===== config.mk =====
export PLATFORM = sky130hd
export DESIGN_NAME = edge_hotspot_dwell_detector_flat
export DESIGN_NICKNAME = d
export VERILOG_FILES = /design/src/design/ehdd_pkg.sv /design/src/design/ehdd_req_if.sv /design/src/design/ehdd_rsp_if.sv /design/src/design/ehdd_csr_if.sv /design/src/design/ehdd_isqrt.sv /design/src/design/edge_hotspot_dwell_detector.sv /design/src/flat_wrapper.sv
export SDC_FILE = /design/constraint.sdc
export NUM_CORES = 2
export LEC_CHECK = 0
export CELL_PAD_IN_SITES_DETAIL_PLACEMENT = 0
export CELL_PAD_IN_SITES_GLOBAL_PLACEMENT = 1
export CORE_UTILIZATION = 51
export DETAILED_ROUTE_END_ITERATION = 10
export DONT_BUFFER_PORTS = 1
export PLACE_DENSITY_LB_ADDON = 0.1
export SYNTH_ARGS = -nofsm -noshare
export SYNTH_HDL_FRONTEND = slang
export SYNTH_SLANG_ARGS = --single-unit

===== constraint.sdc =====
create_clock -name clock -period 12.9 [get_ports clock]
set_input_delay 0.645 -clock clock [delete_from_list [all_inputs] [get_ports clock]]
set_output_delay 0.645 -clock clock [all_outputs]
set_load 0.05 [all_outputs]

===== src/design/ehdd_pkg.sv =====
`timescale 1ns / 1ps
// ----------------------------------------------------------------------------
// Edge hotspot dwell detector package
// Shared widths, command and event codes, register indexes, FSM state type
// and the result item type.
// ----------------------------------------------------------------------------
package ehdd_pkg;

   localparam int unsigned CSR_INDEX_BITS = 4;
   localparam int unsigned CSR_DATA_BITS  = 32;
   localparam int unsigned CMD_BITS       = 2;
   localparam int unsigned EVENT_BITS     = 2;
   localparam int unsigned DIM_BITS       = 15;
   localparam int unsigned DWELL_BITS     = 16;
   localparam int unsigned HALF_BITS      = 16;
   localparam int unsigned DIST_BITS      = 16;
   localparam int unsigned RAD_BITS       = 32;
   localparam int unsigned REM_BITS       = 18;
   localparam int unsigned ITER_BITS      = 4;

   localparam logic [CMD_BITS-1:0] CMD_MOTION = 2'd0;
   localparam logic [CMD_BITS-1:0] CMD_TICK   = 2'd1;
   localparam logic [CMD_BITS-1:0] CMD_GONE   = 2'd2;

   localparam logic [EVENT_BITS-1:0] EV_ENTER = 2'd0;
   localparam logic [EVENT_BITS-1:0] EV_LEAVE = 2'd1;
   localparam logic [EVENT_BITS-1:0] EV_PROX  = 2'd2;

   localparam logic [CSR_INDEX_BITS-1:0] REG_TRIG_X      = 4'd0;
   localparam logic [CSR_INDEX_BITS-1:0] REG_TRIG_Y      = 4'd1;
   localparam logic [CSR_INDEX_BITS-1:0] REG_TRIG_W      = 4'd2;
   localparam logic [CSR_INDEX_BITS-1:0] REG_TRIG_H      = 4'd3;
   localparam logic [CSR_INDEX_BITS-1:0] REG_THRESH      = 4'd4;
   localparam logic [CSR_INDEX_BITS-1:0] REG_DWELL_TICKS = 4'd5;
   localparam logic [CSR_INDEX_BITS-1:0] REG_OUT_ORIGIN  = 4'd6;
   localparam logic [CSR_INDEX_BITS-1:0] REG_OUT_SIZE    = 4'd7;

   typedef enum logic [3:0] {
      S_IDLE,
      S_EDGE,
      S_CMP,
      S_CLAMP,
      S_SQ_X,
      S_SQ_Y,
      S_SUM,
      S_ROOT,
      S_DECIDE,
      S_EMIT
   } ehdd_state_type;

   typedef struct packed {
      logic [EVENT_BITS-1:0] event_code;
      logic [DIM_BITS-1:0]   proximity;
      logic                  last_of_run;
   } ehdd_item_type;

endpackage


===== src/design/ehdd_req_if.sv =====
`timescale 1ns / 1ps
// ----------------------------------------------------------------------------
// Input channel
// Pointer command item: command code and pointer position.
// ----------------------------------------------------------------------------
interface ehdd_req_if #(
   parameter int COORD_BITS = 16
);
   logic                                  valid;
   logic                                  ready;
   logic [ehdd_pkg::CMD_BITS-1:0]         cmd;
   logic signed [COORD_BITS-1:0]          pos_x;
   logic signed [COORD_BITS-1:0]          pos_y;

   modport source (output valid, output cmd, output pos_x, output pos_y, input ready);
   modport sink (input valid, input cmd, input pos_x, input pos_y, output ready);
endinterface


===== src/design/ehdd_rsp_if.sv =====
`timescale 1ns / 1ps
// ----------------------------------------------------------------------------
// Result channel
// Event item: event code, proximity and end-of-run flag.
// ----------------------------------------------------------------------------
interface ehdd_rsp_if;
   logic                              valid;
   logic                              ready;
   logic [ehdd_pkg::EVENT_BITS-1:0]   event_code;
   logic [ehdd_pkg::DIM_BITS-1:0]     proximity;
   logic                              last_of_run;

   modport source (output valid, output event_code, output proximity, output last_of_run,
                   input ready);
   modport sink (input valid, input event_code, input proximity, input last_of_run,
                 output ready);
endinterface


===== src/design/ehdd_csr_if.sv =====
`timescale 1ns / 1ps
// ----------------------------------------------------------------------------
// Configuration write channel
// Register index and write data.
// ----------------------------------------------------------------------------
interface ehdd_csr_if;
   logic                                  valid;
   logic                                  ready;
   logic [ehdd_pkg::CSR_INDEX_BITS-1:0]   index;
   logic [ehdd_pkg::CSR_DATA_BITS-1:0]    data;

   modport source (output valid, output index, output data, input ready);
   modport sink (input valid, input index, input data, output ready);
endinterface


===== src/design/ehdd_isqrt.sv =====
`timescale 1ns / 1ps
// ----------------------------------------------------------------------------
// Serial integer square root
// Floor square root of a 32-bit radicand, two radicand bits shifted in and
// one root bit decided per cycle; done pulses after the last step.
// ----------------------------------------------------------------------------
module ehdd_isqrt (
   input  logic                                clock,
   input  logic                                reset,
   input  logic                                start,
   input  logic [ehdd_pkg::RAD_BITS-1:0]       radicand,
   output logic                                done,
   output logic [ehdd_pkg::DIST_BITS-1:0]      root
);
   logic [ehdd_pkg::RAD_BITS-1:0]  rad_ff, rad_in;
   logic [ehdd_pkg::REM_BITS-1:0]  rem_ff, rem_in;
   logic [ehdd_pkg::DIST_BITS-1:0] root_ff, root_in;
   logic [ehdd_pkg::ITER_BITS-1:0] cnt_ff, cnt_in;
   logic                           busy_ff, busy_in;
   logic                           done_ff, done_in;
   logic [ehdd_pkg::REM_BITS-1:0]  rem_sh;
   logic [ehdd_pkg::REM_BITS-1:0]  trial;

   always_comb begin
      rad_in  = rad_ff;
      rem_in  = rem_ff;
      root_in = root_ff;
      cnt_in  = cnt_ff;
      busy_in = busy_ff;
      done_in = 1'b0;
      rem_sh  = {rem_ff[ehdd_pkg::REM_BITS-3:0], rad_ff[ehdd_pkg::RAD_BITS-1 -: 2]};
      trial   = {root_ff, 2'b01};
      if (start) begin
         rad_in  = radicand;
         rem_in  = '0;
         root_in = '0;
         cnt_in  = '0;
         busy_in = 1'b1;
      end else if (busy_ff) begin
         rad_in = {rad_ff[ehdd_pkg::RAD_BITS-3:0], 2'b00};
         if (rem_sh >= trial) begin
            rem_in  = rem_sh - trial;
            root_in = {root_ff[ehdd_pkg::DIST_BITS-2:0], 1'b1};
         end else begin
            rem_in  = rem_sh;
            root_in = {root_ff[ehdd_pkg::DIST_BITS-2:0], 1'b0};
         end
         cnt_in = cnt_ff + 1'b1;
         if (&cnt_ff) begin
            busy_in = 1'b0;
            done_in = 1'b1;
         end
      end
   end

   always_ff @(posedge clock) begin
      if (reset) begin
         busy_ff <= 1'b0;
         done_ff <= 1'b0;
      end else begin
         busy_ff <= busy_in;
         done_ff <= done_in;
      end
      rad_ff  <= rad_in;
      rem_ff  <= rem_in;
      root_ff <= root_in;
      cnt_ff  <= cnt_in;
   end

   assign done = done_ff;
   assign root = root_ff;

endmodule


===== src/design/edge_hotspot_dwell_detector.sv =====
`timescale 1ns / 1ps
// ----------------------------------------------------------------------------
// Edge hotspot dwell detector
// Checks pointer motion against a trigger rectangle grown by a threshold and
// clipped to the output, runs a dwell timer on millisecond ticks and reports
// enter, leave and proximity events.
//
//   channel  | dir | handshake        | contents
//   ---------+-----+------------------+--------------------------------------
//   req_ch   | in  | valid / ready    | cmd, pos_x, pos_y
//   rsp_ch   | out | valid / ready    | event_code, proximity, last_of_run
//   csr_ch   | in  | valid / ready    | index, data (register write)
//
// One item at a time. A motion or a timer fire runs the edge, compare, clamp
// and square-x states, then square-y, sum and the 16-step serial square root
// only when the point lies off a trigger corner, then decide and an emit per
// result; other ticks end in idle, and output removal too unless it emits a leave.
// Reset clears configuration, tracking state but the fire flag, and result valid;
// the datapath registers are not reset, and no channel is ready during reset.
// The next item is taken while the last result waits in the output register;
// a stalled result channel holds the remaining results of an item and the input.
// ----------------------------------------------------------------------------
module edge_hotspot_dwell_detector #(
   parameter int COORD_BITS = 16
) (
   input logic        clock,
   input logic        reset,
   ehdd_req_if.sink   req_ch,
   ehdd_rsp_if.source rsp_ch,
   ehdd_csr_if.sink   csr_ch
);
   localparam int EW = ((COORD_BITS > 17) ? COORD_BITS : 17) + 3;
   localparam int DB = ehdd_pkg::DIST_BITS;
   localparam int WB = ehdd_pkg::DIM_BITS;
   localparam int HB = ehdd_pkg::HALF_BITS;

   // configuration
   logic [COORD_BITS-1:0]               trig_x_ff, trig_x_in;
   logic [COORD_BITS-1:0]               trig_y_ff, trig_y_in;
   logic [WB-1:0]                       trig_w_ff, trig_w_in;
   logic [WB-1:0]                       trig_h_ff, trig_h_in;
   logic [WB-1:0]                       thresh_ff, thresh_in;
   logic [ehdd_pkg::DWELL_BITS-1:0]     dwell_ff, dwell_in;
   logic [ehdd_pkg::CSR_DATA_BITS-1:0]  origin_ff, origin_in;
   logic [ehdd_pkg::CSR_DATA_BITS-1:0]  size_ff, size_in;

   // tracking state
   ehdd_pkg::ehdd_state_type            state_ff, state_in;
   logic                                entered_ff, entered_in;
   logic                                armed_ff, armed_in;
   logic                                gone_ff, gone_in;
   logic [ehdd_pkg::DWELL_BITS-1:0]     left_ff, left_in;
   logic [COORD_BITS-1:0]               ax_ff, ax_in;
   logic [COORD_BITS-1:0]               ay_ff, ay_in;
   logic                                fire_ff, fire_in;

   // distance datapath
   logic [COORD_BITS-1:0]               pt_x_ff, pt_x_in;
   logic [COORD_BITS-1:0]               pt_y_ff, pt_y_in;
   logic signed [EW-1:0]                lo_x_ff, lo_x_in, hi_x_ff, hi_x_in;
   logic signed [EW-1:0]                lo_y_ff, lo_y_in, hi_y_ff, hi_y_in;
   logic signed [EW-1:0]                rx_ff, rx_in, by_ff, by_in;
   logic signed [EW-1:0]                oxh_ff, oxh_in, oyh_ff, oyh_in;
   logic                                box_ff, box_in;
   logic signed [EW-1:0]                dxr_ff, dxr_in, dyr_ff, dyr_in;
   logic [DB-1:0]                       dx_ff, dx_in, dy_ff, dy_in;
   logic [ehdd_pkg::RAD_BITS-1:0]       sq_x_ff, sq_x_in, sq_y_ff, sq_y_in;
   logic [DB-1:0]                       dist_ff, dist_in;

   // result queue and output register
   ehdd_pkg::ehdd_item_type             q_ff [2];
   ehdd_pkg::ehdd_item_type             q_in [2];
   logic [1:0]                          qcnt_ff, qcnt_in;
   logic                                rsp_valid_ff, rsp_valid_in;
   ehdd_pkg::ehdd_item_type             rsp_item_ff, rsp_item_in;

   // combinational helpers
   logic signed [EW-1:0] tx_e, ty_e, tw_e, th_e, t_e, lim_e;
   logic signed [EW-1:0] ox_e, oy_e, ow_e, oh_e, px_e, py_e;
   logic [DB-1:0]        mul_op;
   logic [ehdd_pkg::RAD_BITS-1:0] mul_res;
   logic                 req_ready;
   logic                 out_free;
   logic                 in_reach;
   logic                 hot;
   logic [WB-1:0]        capped;
   logic                 root_start;
   logic                 root_done;
   logic [DB-1:0]        root_val;

   ehdd_isqrt u_isqrt (
      .clock    (clock),
      .reset    (reset),
      .start    (root_start),
      .radicand (sq_x_ff + sq_y_ff),
      .done     (root_done),
      .root     (root_val)
   );

   assign tx_e  = {{(EW-COORD_BITS){trig_x_ff[COORD_BITS-1]}}, trig_x_ff};
   assign ty_e  = {{(EW-COORD_BITS){trig_y_ff[COORD_BITS-1]}}, trig_y_ff};
   assign tw_e  = {{(EW-WB){1'b0}}, trig_w_ff};
   assign th_e  = {{(EW-WB){1'b0}}, trig_h_ff};
   assign t_e   = {{(EW-WB){1'b0}}, thresh_ff};
   assign lim_e = t_e + EW'(1);
   assign ox_e  = {{(EW-HB){origin_ff[2*HB-1]}}, origin_ff[2*HB-1:HB]};
   assign oy_e  = {{(EW-HB){origin_ff[HB-1]}}, origin_ff[HB-1:0]};
   assign ow_e  = {{(EW-HB){1'b0}}, size_ff[2*HB-1:HB]};
   assign oh_e  = {{(EW-HB){1'b0}}, size_ff[HB-1:0]};
   assign px_e  = {{(EW-COORD_BITS){pt_x_ff[COORD_BITS-1]}}, pt_x_ff};
   assign py_e  = {{(EW-COORD_BITS){pt_y_ff[COORD_BITS-1]}}, pt_y_ff};

   assign mul_op  = (state_ff == ehdd_pkg::S_SQ_Y) ? dy_ff : dx_ff;
   assign mul_res = ehdd_pkg::RAD_BITS'(mul_op) * ehdd_pkg::RAD_BITS'(mul_op);

   assign in_reach = dist_ff <= {1'b0, thresh_ff};
   assign capped   = in_reach ? dist_ff[WB-1:0] : thresh_ff;
   assign hot      = !gone_ff && box_ff && in_reach;

   // register writes
   always_comb begin
      trig_x_in = trig_x_ff;
      trig_y_in = trig_y_ff;
      trig_w_in = trig_w_ff;
      trig_h_in = trig_h_ff;
      thresh_in = thresh_ff;
      dwell_in  = dwell_ff;
      origin_in = origin_ff;
      size_in   = size_ff;
      if (csr_ch.valid) begin
         unique case (csr_ch.index)
            ehdd_pkg::REG_TRIG_X:      trig_x_in = csr_ch.data[COORD_BITS-1:0];
            ehdd_pkg::REG_TRIG_Y:      trig_y_in = csr_ch.data[COORD_BITS-1:0];
            ehdd_pkg::REG_TRIG_W:      trig_w_in = csr_ch.data[WB-1:0];
            ehdd_pkg::REG_TRIG_H:      trig_h_in = csr_ch.data[WB-1:0];
            ehdd_pkg::REG_THRESH:      thresh_in = csr_ch.data[WB-1:0];
            ehdd_pkg::REG_DWELL_TICKS: dwell_in  = csr_ch.data[ehdd_pkg::DWELL_BITS-1:0];
            ehdd_pkg::REG_OUT_ORIGIN:  origin_in = csr_ch.data;
            ehdd_pkg::REG_OUT_SIZE:    size_in   = csr_ch.data;
            default: ;
         endcase
      end
   end

   // sequencer
   always_comb begin
      state_in     = state_ff;
      entered_in   = entered_ff;
      armed_in     = armed_ff;
      gone_in      = gone_ff;
      left_in      = left_ff;
      ax_in        = ax_ff;
      ay_in        = ay_ff;
      fire_in      = fire_ff;
      pt_x_in      = pt_x_ff;
      pt_y_in      = pt_y_ff;
      lo_x_in      = lo_x_ff;
      hi_x_in      = hi_x_ff;
      lo_y_in      = lo_y_ff;
      hi_y_in      = hi_y_ff;
      rx_in        = rx_ff;
      by_in        = by_ff;
      oxh_in       = oxh_ff;
      oyh_in       = oyh_ff;
      box_in       = box_ff;
      dxr_in       = dxr_ff;
      dyr_in       = dyr_ff;
      dx_in        = dx_ff;
      dy_in        = dy_ff;
      sq_x_in      = sq_x_ff;
      sq_y_in      = sq_y_ff;
      dist_in      = dist_ff;
      q_in[0]      = q_ff[0];
      q_in[1]      = q_ff[1];
      qcnt_in      = qcnt_ff;
      rsp_valid_in = rsp_valid_ff;
      rsp_item_in  = rsp_item_ff;
      req_ready    = 1'b0;
      root_start   = 1'b0;
      out_free     = !rsp_valid_ff || rsp_ch.ready;

      if (rsp_valid_ff && rsp_ch.ready) begin
         rsp_valid_in = 1'b0;
      end

      unique case (state_ff)
         ehdd_pkg::S_IDLE: begin
            req_ready = 1'b1;
            if (req_ch.valid) begin
               unique case (req_ch.cmd)
                  ehdd_pkg::CMD_MOTION: begin
                     pt_x_in  = req_ch.pos_x;
                     pt_y_in  = req_ch.pos_y;
                     fire_in  = 1'b0;
                     state_in = ehdd_pkg::S_EDGE;
                  end
                  ehdd_pkg::CMD_TICK: begin
                     if (armed_ff) begin
                        if (left_ff <= ehdd_pkg::DWELL_BITS'(1)) begin
                           pt_x_in  = ax_ff;
                           pt_y_in  = ay_ff;
                           fire_in  = 1'b1;
                           state_in = ehdd_pkg::S_EDGE;
                        end else begin
                           left_in = left_ff - 1'b1;
                        end
                     end
                  end
                  ehdd_pkg::CMD_GONE: begin
                     gone_in  = 1'b1;
                     armed_in = 1'b0;
                     if (entered_ff) begin
                        entered_in = 1'b0;
                        q_in[0]    = '{event_code: ehdd_pkg::EV_LEAVE,
                                       proximity: '0, last_of_run: 1'b1};
                        qcnt_in    = 2'd1;
                        state_in   = ehdd_pkg::S_EMIT;
                     end
                  end
                  default: ;
               endcase
            end
         end
         ehdd_pkg::S_EDGE: begin
            lo_x_in  = tx_e - t_e;
            hi_x_in  = tx_e + tw_e + t_e;
            rx_in    = tx_e + tw_e;
            oxh_in   = ox_e + ow_e;
            lo_y_in  = ty_e - t_e;
            hi_y_in  = ty_e + th_e + t_e;
            by_in    = ty_e + th_e;
            oyh_in   = oy_e + oh_e;
            state_in = ehdd_pkg::S_CMP;
         end
         ehdd_pkg::S_CMP: begin
            box_in = (px_e >= lo_x_ff) && (px_e < hi_x_ff) && (px_e >= ox_e) &&
                     (px_e < oxh_ff) && (py_e >= lo_y_ff) && (py_e < hi_y_ff) &&
                     (py_e >= oy_e) && (py_e < oyh_ff);
            if (px_e < tx_e) begin
               dxr_in = tx_e - px_e;
            end else if ((trig_w_ff != '0) && (px_e > rx_ff)) begin
               dxr_in = px_e - rx_ff;
            end else begin
               dxr_in = '0;
            end
            if (py_e < ty_e) begin
               dyr_in = ty_e - py_e;
            end else if ((trig_h_ff != '0) && (py_e > by_ff)) begin
               dyr_in = py_e - by_ff;
            end else begin
               dyr_in = '0;
            end
            state_in = ehdd_pkg::S_CLAMP;
         end
         ehdd_pkg::S_CLAMP: begin
            dx_in    = (dxr_ff > lim_e) ? lim_e[DB-1:0] : dxr_ff[DB-1:0];
            dy_in    = (dyr_ff > lim_e) ? lim_e[DB-1:0] : dyr_ff[DB-1:0];
            state_in = ehdd_pkg::S_SQ_X;
         end
         ehdd_pkg::S_SQ_X: begin
            if ((dx_ff == '0) || (dy_ff == '0)) begin
               dist_in  = dx_ff | dy_ff;
               state_in = ehdd_pkg::S_DECIDE;
            end else begin
               sq_x_in  = mul_res;
               state_in = ehdd_pkg::S_SQ_Y;
            end
         end
         ehdd_pkg::S_SQ_Y: begin
            sq_y_in  = mul_res;
            state_in = ehdd_pkg::S_SUM;
         end
         ehdd_pkg::S_SUM: begin
            root_start = 1'b1;
            state_in   = ehdd_pkg::S_ROOT;
         end
         ehdd_pkg::S_ROOT: begin
            if (root_done) begin
               dist_in  = root_val;
               state_in = ehdd_pkg::S_DECIDE;
            end
         end
         ehdd_pkg::S_DECIDE: begin
            state_in = ehdd_pkg::S_IDLE;
            if (fire_ff) begin
               armed_in   = 1'b0;
               left_in    = '0;
               entered_in = 1'b1;
               q_in[0]    = '{event_code: ehdd_pkg::EV_ENTER, proximity: '0,
                              last_of_run: 1'b0};
               q_in[1]    = '{event_code: ehdd_pkg::EV_PROX, proximity: capped,
                              last_of_run: 1'b1};
               qcnt_in    = 2'd2;
               state_in   = ehdd_pkg::S_EMIT;
            end else if (hot) begin
               if (entered_ff) begin
                  q_in[0]  = '{event_code: ehdd_pkg::EV_PROX, proximity: capped,
                               last_of_run: 1'b1};
                  qcnt_in  = 2'd1;
                  state_in = ehdd_pkg::S_EMIT;
               end else if (!armed_ff) begin
                  armed_in = 1'b1;
                  left_in  = dwell_ff;
                  ax_in    = pt_x_ff;
                  ay_in    = pt_y_ff;
               end
            end else begin
               armed_in = 1'b0;
               if (entered_ff) begin
                  entered_in = 1'b0;
                  q_in[0]    = '{event_code: ehdd_pkg::EV_LEAVE, proximity: '0,
                                 last_of_run: 1'b1};
                  qcnt_in    = 2'd1;
                  state_in   = ehdd_pkg::S_EMIT;
               end
            end
         end
         ehdd_pkg::S_EMIT: begin
            if (out_free) begin
               rsp_valid_in = 1'b1;
               rsp_item_in  = q_ff[0];
               q_in[0]      = q_ff[1];
               qcnt_in      = qcnt_ff - 1'b1;
               if (qcnt_ff == 2'd1) begin
                  state_in = ehdd_pkg::S_IDLE;
               end
            end
         end
         default: begin
            state_in = ehdd_pkg::S_IDLE;
         end
      endcase
   end

   always_ff @(posedge clock) begin
      if (reset) begin
         trig_x_ff    <= '0;
         trig_y_ff    <= '0;
         trig_w_ff    <= '0;
         trig_h_ff    <= '0;
         thresh_ff    <= '0;
         dwell_ff     <= '0;
         origin_ff    <= '0;
         size_ff      <= '0;
         state_ff     <= ehdd_pkg::S_IDLE;
         entered_ff   <= 1'b0;
         armed_ff     <= 1'b0;
         gone_ff      <= 1'b0;
         left_ff      <= '0;
         ax_ff        <= '0;
         ay_ff        <= '0;
         qcnt_ff      <= '0;
         rsp_valid_ff <= 1'b0;
      end else begin
         trig_x_ff    <= trig_x_in;
         trig_y_ff    <= trig_y_in;
         trig_w_ff    <= trig_w_in;
         trig_h_ff    <= trig_h_in;
         thresh_ff    <= thresh_in;
         dwell_ff     <= dwell_in;
         origin_ff    <= origin_in;
         size_ff      <= size_in;
         state_ff     <= state_in;
         entered_ff   <= entered_in;
         armed_ff     <= armed_in;
         gone_ff      <= gone_in;
         left_ff      <= left_in;
         ax_ff        <= ax_in;
         ay_ff        <= ay_in;
         qcnt_ff      <= qcnt_in;
         rsp_valid_ff <= rsp_valid_in;
      end
      fire_ff     <= fire_in;
      pt_x_ff     <= pt_x_in;
      pt_y_ff     <= pt_y_in;
      lo_x_ff     <= lo_x_in;
      hi_x_ff     <= hi_x_in;
      lo_y_ff     <= lo_y_in;
      hi_y_ff     <= hi_y_in;
      rx_ff       <= rx_in;
      by_ff       <= by_in;
      oxh_ff      <= oxh_in;
      oyh_ff      <= oyh_in;
      box_ff      <= box_in;
      dxr_ff      <= dxr_in;
      dyr_ff      <= dyr_in;
      dx_ff       <= dx_in;
      dy_ff       <= dy_in;
      sq_x_ff     <= sq_x_in;
      sq_y_ff     <= sq_y_in;
      dist_ff     <= dist_in;
      q_ff[0]     <= q_in[0];
      q_ff[1]     <= q_in[1];
      rsp_item_ff <= rsp_item_in;
   end

   assign req_ch.ready       = req_ready && !reset;
   assign csr_ch.ready       = !reset;
   assign rsp_ch.valid       = rsp_valid_ff;
   assign rsp_ch.event_code  = rsp_item_ff.event_code;
   assign rsp_ch.proximity   = rsp_item_ff.proximity;
   assign rsp_ch.last_of_run = rsp_item_ff.last_of_run;

endmodule

===== src/flat_wrapper.sv =====
// flat-port wrapper written by rule: the top's interface ports become plain ports
module edge_hotspot_dwell_detector_flat 
#(
   parameter int COORD_BITS = 16
)
  (clock, reset, req_ch_valid, req_ch_cmd, req_ch_pos_x, req_ch_pos_y, req_ch_ready, rsp_ch_valid, rsp_ch_event_code, rsp_ch_proximity, rsp_ch_last_of_run, rsp_ch_ready, csr_ch_valid, csr_ch_index, csr_ch_data, csr_ch_ready);
  ehdd_req_if #(.COORD_BITS(COORD_BITS)) req_ch_i ();
  ehdd_rsp_if rsp_ch_i ();
  ehdd_csr_if csr_ch_i ();
  input logic clock;
  input logic reset;
  input wire logic [$bits(req_ch_i.valid)-1:0] req_ch_valid;
  input wire logic [$bits(req_ch_i.cmd)-1:0] req_ch_cmd;
  input wire logic [$bits(req_ch_i.pos_x)-1:0] req_ch_pos_x;
  input wire logic [$bits(req_ch_i.pos_y)-1:0] req_ch_pos_y;
  output wire logic [$bits(req_ch_i.ready)-1:0] req_ch_ready;
  output wire logic [$bits(rsp_ch_i.valid)-1:0] rsp_ch_valid;
  output wire logic [$bits(rsp_ch_i.event_code)-1:0] rsp_ch_event_code;
  output wire logic [$bits(rsp_ch_i.proximity)-1:0] rsp_ch_proximity;
  output wire logic [$bits(rsp_ch_i.last_of_run)-1:0] rsp_ch_last_of_run;
  input wire logic [$bits(rsp_ch_i.ready)-1:0] rsp_ch_ready;
  input wire logic [$bits(csr_ch_i.valid)-1:0] csr_ch_valid;
  input wire logic [$bits(csr_ch_i.index)-1:0] csr_ch_index;
  input wire logic [$bits(csr_ch_i.data)-1:0] csr_ch_data;
  output wire logic [$bits(csr_ch_i.ready)-1:0] csr_ch_ready;
  assign req_ch_i.valid = req_ch_valid;
  assign req_ch_i.cmd = req_ch_cmd;
  assign req_ch_i.pos_x = req_ch_pos_x;
  assign req_ch_i.pos_y = req_ch_pos_y;
  assign req_ch_ready = req_ch_i.ready;
  assign rsp_ch_valid = rsp_ch_i.valid;
  assign rsp_ch_event_code = rsp_ch_i.event_code;
  assign rsp_ch_proximity = rsp_ch_i.proximity;
  assign rsp_ch_last_of_run = rsp_ch_i.last_of_run;
  assign rsp_ch_i.ready = rsp_ch_ready;
  assign csr_ch_i.valid = csr_ch_valid;
  assign csr_ch_i.index = csr_ch_index;
  assign csr_ch_i.data = csr_ch_data;
  assign csr_ch_ready = csr_ch_i.ready;
  edge_hotspot_dwell_detector #(.COORD_BITS(COORD_BITS)) u_core (.clock(clock), .reset(reset), .req_ch(req_ch_i), .rsp_ch(rsp_ch_i), .csr_ch(csr_ch_i));
endmodule

==> flow_summary.ini <==
[outcome]
status = completed

[clock_tree]
cts_setup_buffers = 0
clk_path_buf_depth = 3
clkTransAtPathRegs_ns = 0.07
htreeDepth = 3
cts.sink_count = 664
clock_latency_ns = 0.67
cts_buffers = 77
cts_hold_buf = 0
cts_tree = built
cts_root_buf = clkbuf_16
cts_resized = 0

[critical_path]
end_kind = flop
regToRegEndpoint = u_core.sq_y_ff[31]
cp_max_fo = 50
ff2ff_path_depth = 28
required_ns = 13.28
crit_top_cell = fa_1
cp_data_arrival_time_ns = 10.08
start_kind = flop
r2r_slack_ns = 3.20
r2r_start = u_core.state_ff[0]
cp_slowest_cell = mux2i_1
criticalPathCategory = reg -> reg
slowest_delay_ns = 0.90

[route]
drt_wl_total_um = 126300
wl_per_cell_um = 20.36
drc = 0
antenna_left = 0
via_per_inst = 5.606
vias = 34780
drtPass1Iterations = 5
drt-initial-drc-count = 2344

[pwr]
p_per_area_nw_per_um2 = 197.3
peakVddDrop_mv = 0.2496
p_total_mw = 9.957
leakage_nw = 22.03

[synth]
yosysMostFrequentCell = nand2_1
ys.flop_type = edfxtp_1
synth.avg_cell_area_um2 = 9.330
yosysSeqAreaShare = 0.3741
yosys_warnings = 0
synth_cell_types = 81
yosys-top-cells-count = 642 x nand2_1, 578 x inv_1, 527 x ha_1
synth_top_area_share = 0.2653
synth_area_leaders = edfxtp_1 27%, ha_1 14%, dfxtp_1 11%
yosysTopAreaCell = edfxtp_1
syn_area_um2 = 46530
synthArstFlopShare = 0
synth_edf_count = 411
syn_inst = 4987
synth_seq_cells = 664

[layout]
area_delta_synth_final_pct = 8.454
antenna_cells = 0
multi_input_area_um2 = 26450
register_area_um2 = 17410
nNetsFinal = 5741
fill_cells = 8104
layout-drive-gt1-share = 0.04554

[floorplanning]
num_rows = 110
start_util = 0.5161
die_area_um2 = 92440
fp.dieW_um = 304.0
core_um2 = 90150
io_pins = 96
die_h_um = 304.0

[global_route]
grt_pass1_vias = 34040
track_usage = 0.2727
grt_max_degree = 218
antenna_found_initial = 1
grt_pass1_wl_um = 195100
grt-ovfl-total = 0

[sta]
fin_crit_ns = 9.696
final_max_slew_viol_count = 0
hold_viol = 0
fin_skew_ns = 0.03410
final.period_utilization = 0.7516
max_slew_margin = 0.2224
setup_tns_ns = 0
fmax_mhz = 103.1
worst_pin_slew_ns = 1.160
rsz0062_at_grt = false
setup_violations = 0
setup_ws_ns = 3.204

[job]
cap_violations = 0

[placement]
pre_cts_ws_ns = 3.266
gp_congestion = 0.8906
place.detailed.hpwl_um = 96640
io_buffers = 0

[worst_hold_path]
worstHoldPathCells = 2
hold_class = in -> reg
min_from = csr_ch_data[9]
hold_end = u_core.trig_x_ff[9]
## state kept, by name (all words and copies together) (netlist names), 17 cells and up
signal and cells:
u_core.by_ff 17, u_core.dxr_ff 20, u_core.dyr_ff 20, u_core.hi_x_ff 20, u_core.hi_y_ff 20, u_core.lo_x_ff 17
u_core.lo_y_ff 17, u_core.origin_ff 32, u_core.oxh_ff 18, u_core.oyh_ff 18, u_core.q_ff 33, u_core.rx_ff 17
u_core.size_ff 32, u_core.sq_x_ff 31, u_core.sq_y_ff 31, u_core.u_isqrt.rad_ff 32
## how the worst max path moves through the flow
stage	endpoint	startpoint
6_report	u_core.sq_y_ff[31]	u_core.state_ff[0]
2_1_floorplan	u_core.by_ff[0]	u_core.state_ff[1]
3_5_place_dp	u_core.sq_y_ff[31]	u_core.state_ff[0]
5_1_grt	u_core.sq_x_ff[31]	u_core.state_ff[0]
4_1_cts	u_core.sq_y_ff[31]	u_core.state_ff[0]
3_3_place_gp	u_core.sq_x_ff[31]	u_core.state_ff[0]
## worst max-delay path, delay by kind of cell (launching register included)
kind	cells	cell delay [ns]
compound gates	9	2.14
xor+xnor	1	0.09
fa+ha+maj	7	3.41
buf+inv	7	1.47
flops	1	0.67
mux	1	0.90
simple gates	3	0.69
## per-layer routing
layer | GRT usage | vias up | part of all wire
met5 | 0 | - | 0.00011
met4 | 0.07992 | 2 | 0.029
met1 | 0.3573 | 16620 | 0.44
met3 | 0.03775 | 187 | 0.047
met2 | 0.4679 | 749 | 0.48
li1 | - | 17220 | -
## per-stage QoR
step	cell area, um2	hold WS (ns)	instances	utilization
5_1_grt	50460	0.07794	6204	0.5598
3_3_place_gp	47930	0.4385	6062	0.5317
4_1_cts	50460	0.06464	6204	0.5598
3_5_place_dp	47930	0.4376	6062	0.5317
2_1_floorplan	46530	0.4267	4988	-
6_report	50460	0.1087	6204	0.5598
## final cells by class
type	instances	area share
repair buffers	52	0.007984
clock inverters	38	0.007761
well taps	1176	0.02916
flip-flops and latches	664	0.3450
inverters	586	0.04359
multi-input cells	3584	0.5242
clock buffers	104	0.04237
## cell families (layout without fill, tap and decap cells)
family / after synthesis / in the layout / synth area share
other: 1 / 2 / 0.00008060
buffers and inverters: 740 / 780 / 0.05991
DFF: 664 / 664 / 0.3741
and+or+nand+nor: 1445 / 1445 / 0.1368
AOI/OAI and AO/OA: 1094 / 1094 / 0.1451
muxes: 102 / 102 / 0.02229
xor gates and xnor gates: 240 / 240 / 0.04518
adders and majority gates: 701 / 701 / 0.2166
## cells in the final DEF, fill, tap and decap left out, types with 9 or more instances in the layout
cell type	n
nand2_1	642
inv_1	578
ha_1	527
edfxtp_1	411
a21oi_1	394
nor2_1	376
dfxtp_1	252
o21ai_0	236
fa_1	174
xnor2_1	160
a21o_1	128
mux2i_1	89
xor2_1	80
clkbuf_16	77
nor3_1	70
nand3_1	65
nor2b_1	59
o21a_1	58
nand4_1	53
buf_4	51
nand2b_1	43
o22ai_1	32
a211oi_1	31
o21bai_1	31
and3_1	28
a31oi_1	28
nor4_1	25
or3_1	21
clkbuf_1	16
and2_1	15
clkinv_1	15
a22o_1	15
o31ai_1	14
mux2_2	13
clkinv_2	13
a21boi_0	12
clkbuf_8	11
o41ai_1	10
nand3b_1	9
a2111oi_0	9
## report_power, final
part / switching, mW / internal, mW / leakage (nW) / total (mW)
clock: 0.931 / 1.27 / 1.24 / 2.20
sequential: 0.147 / 2.91 / 5.84 / 3.06
combinational: 2.76 / 1.94 / 14.9 / 4.69
No activity file was read; power rests on OpenSTA's default activity.
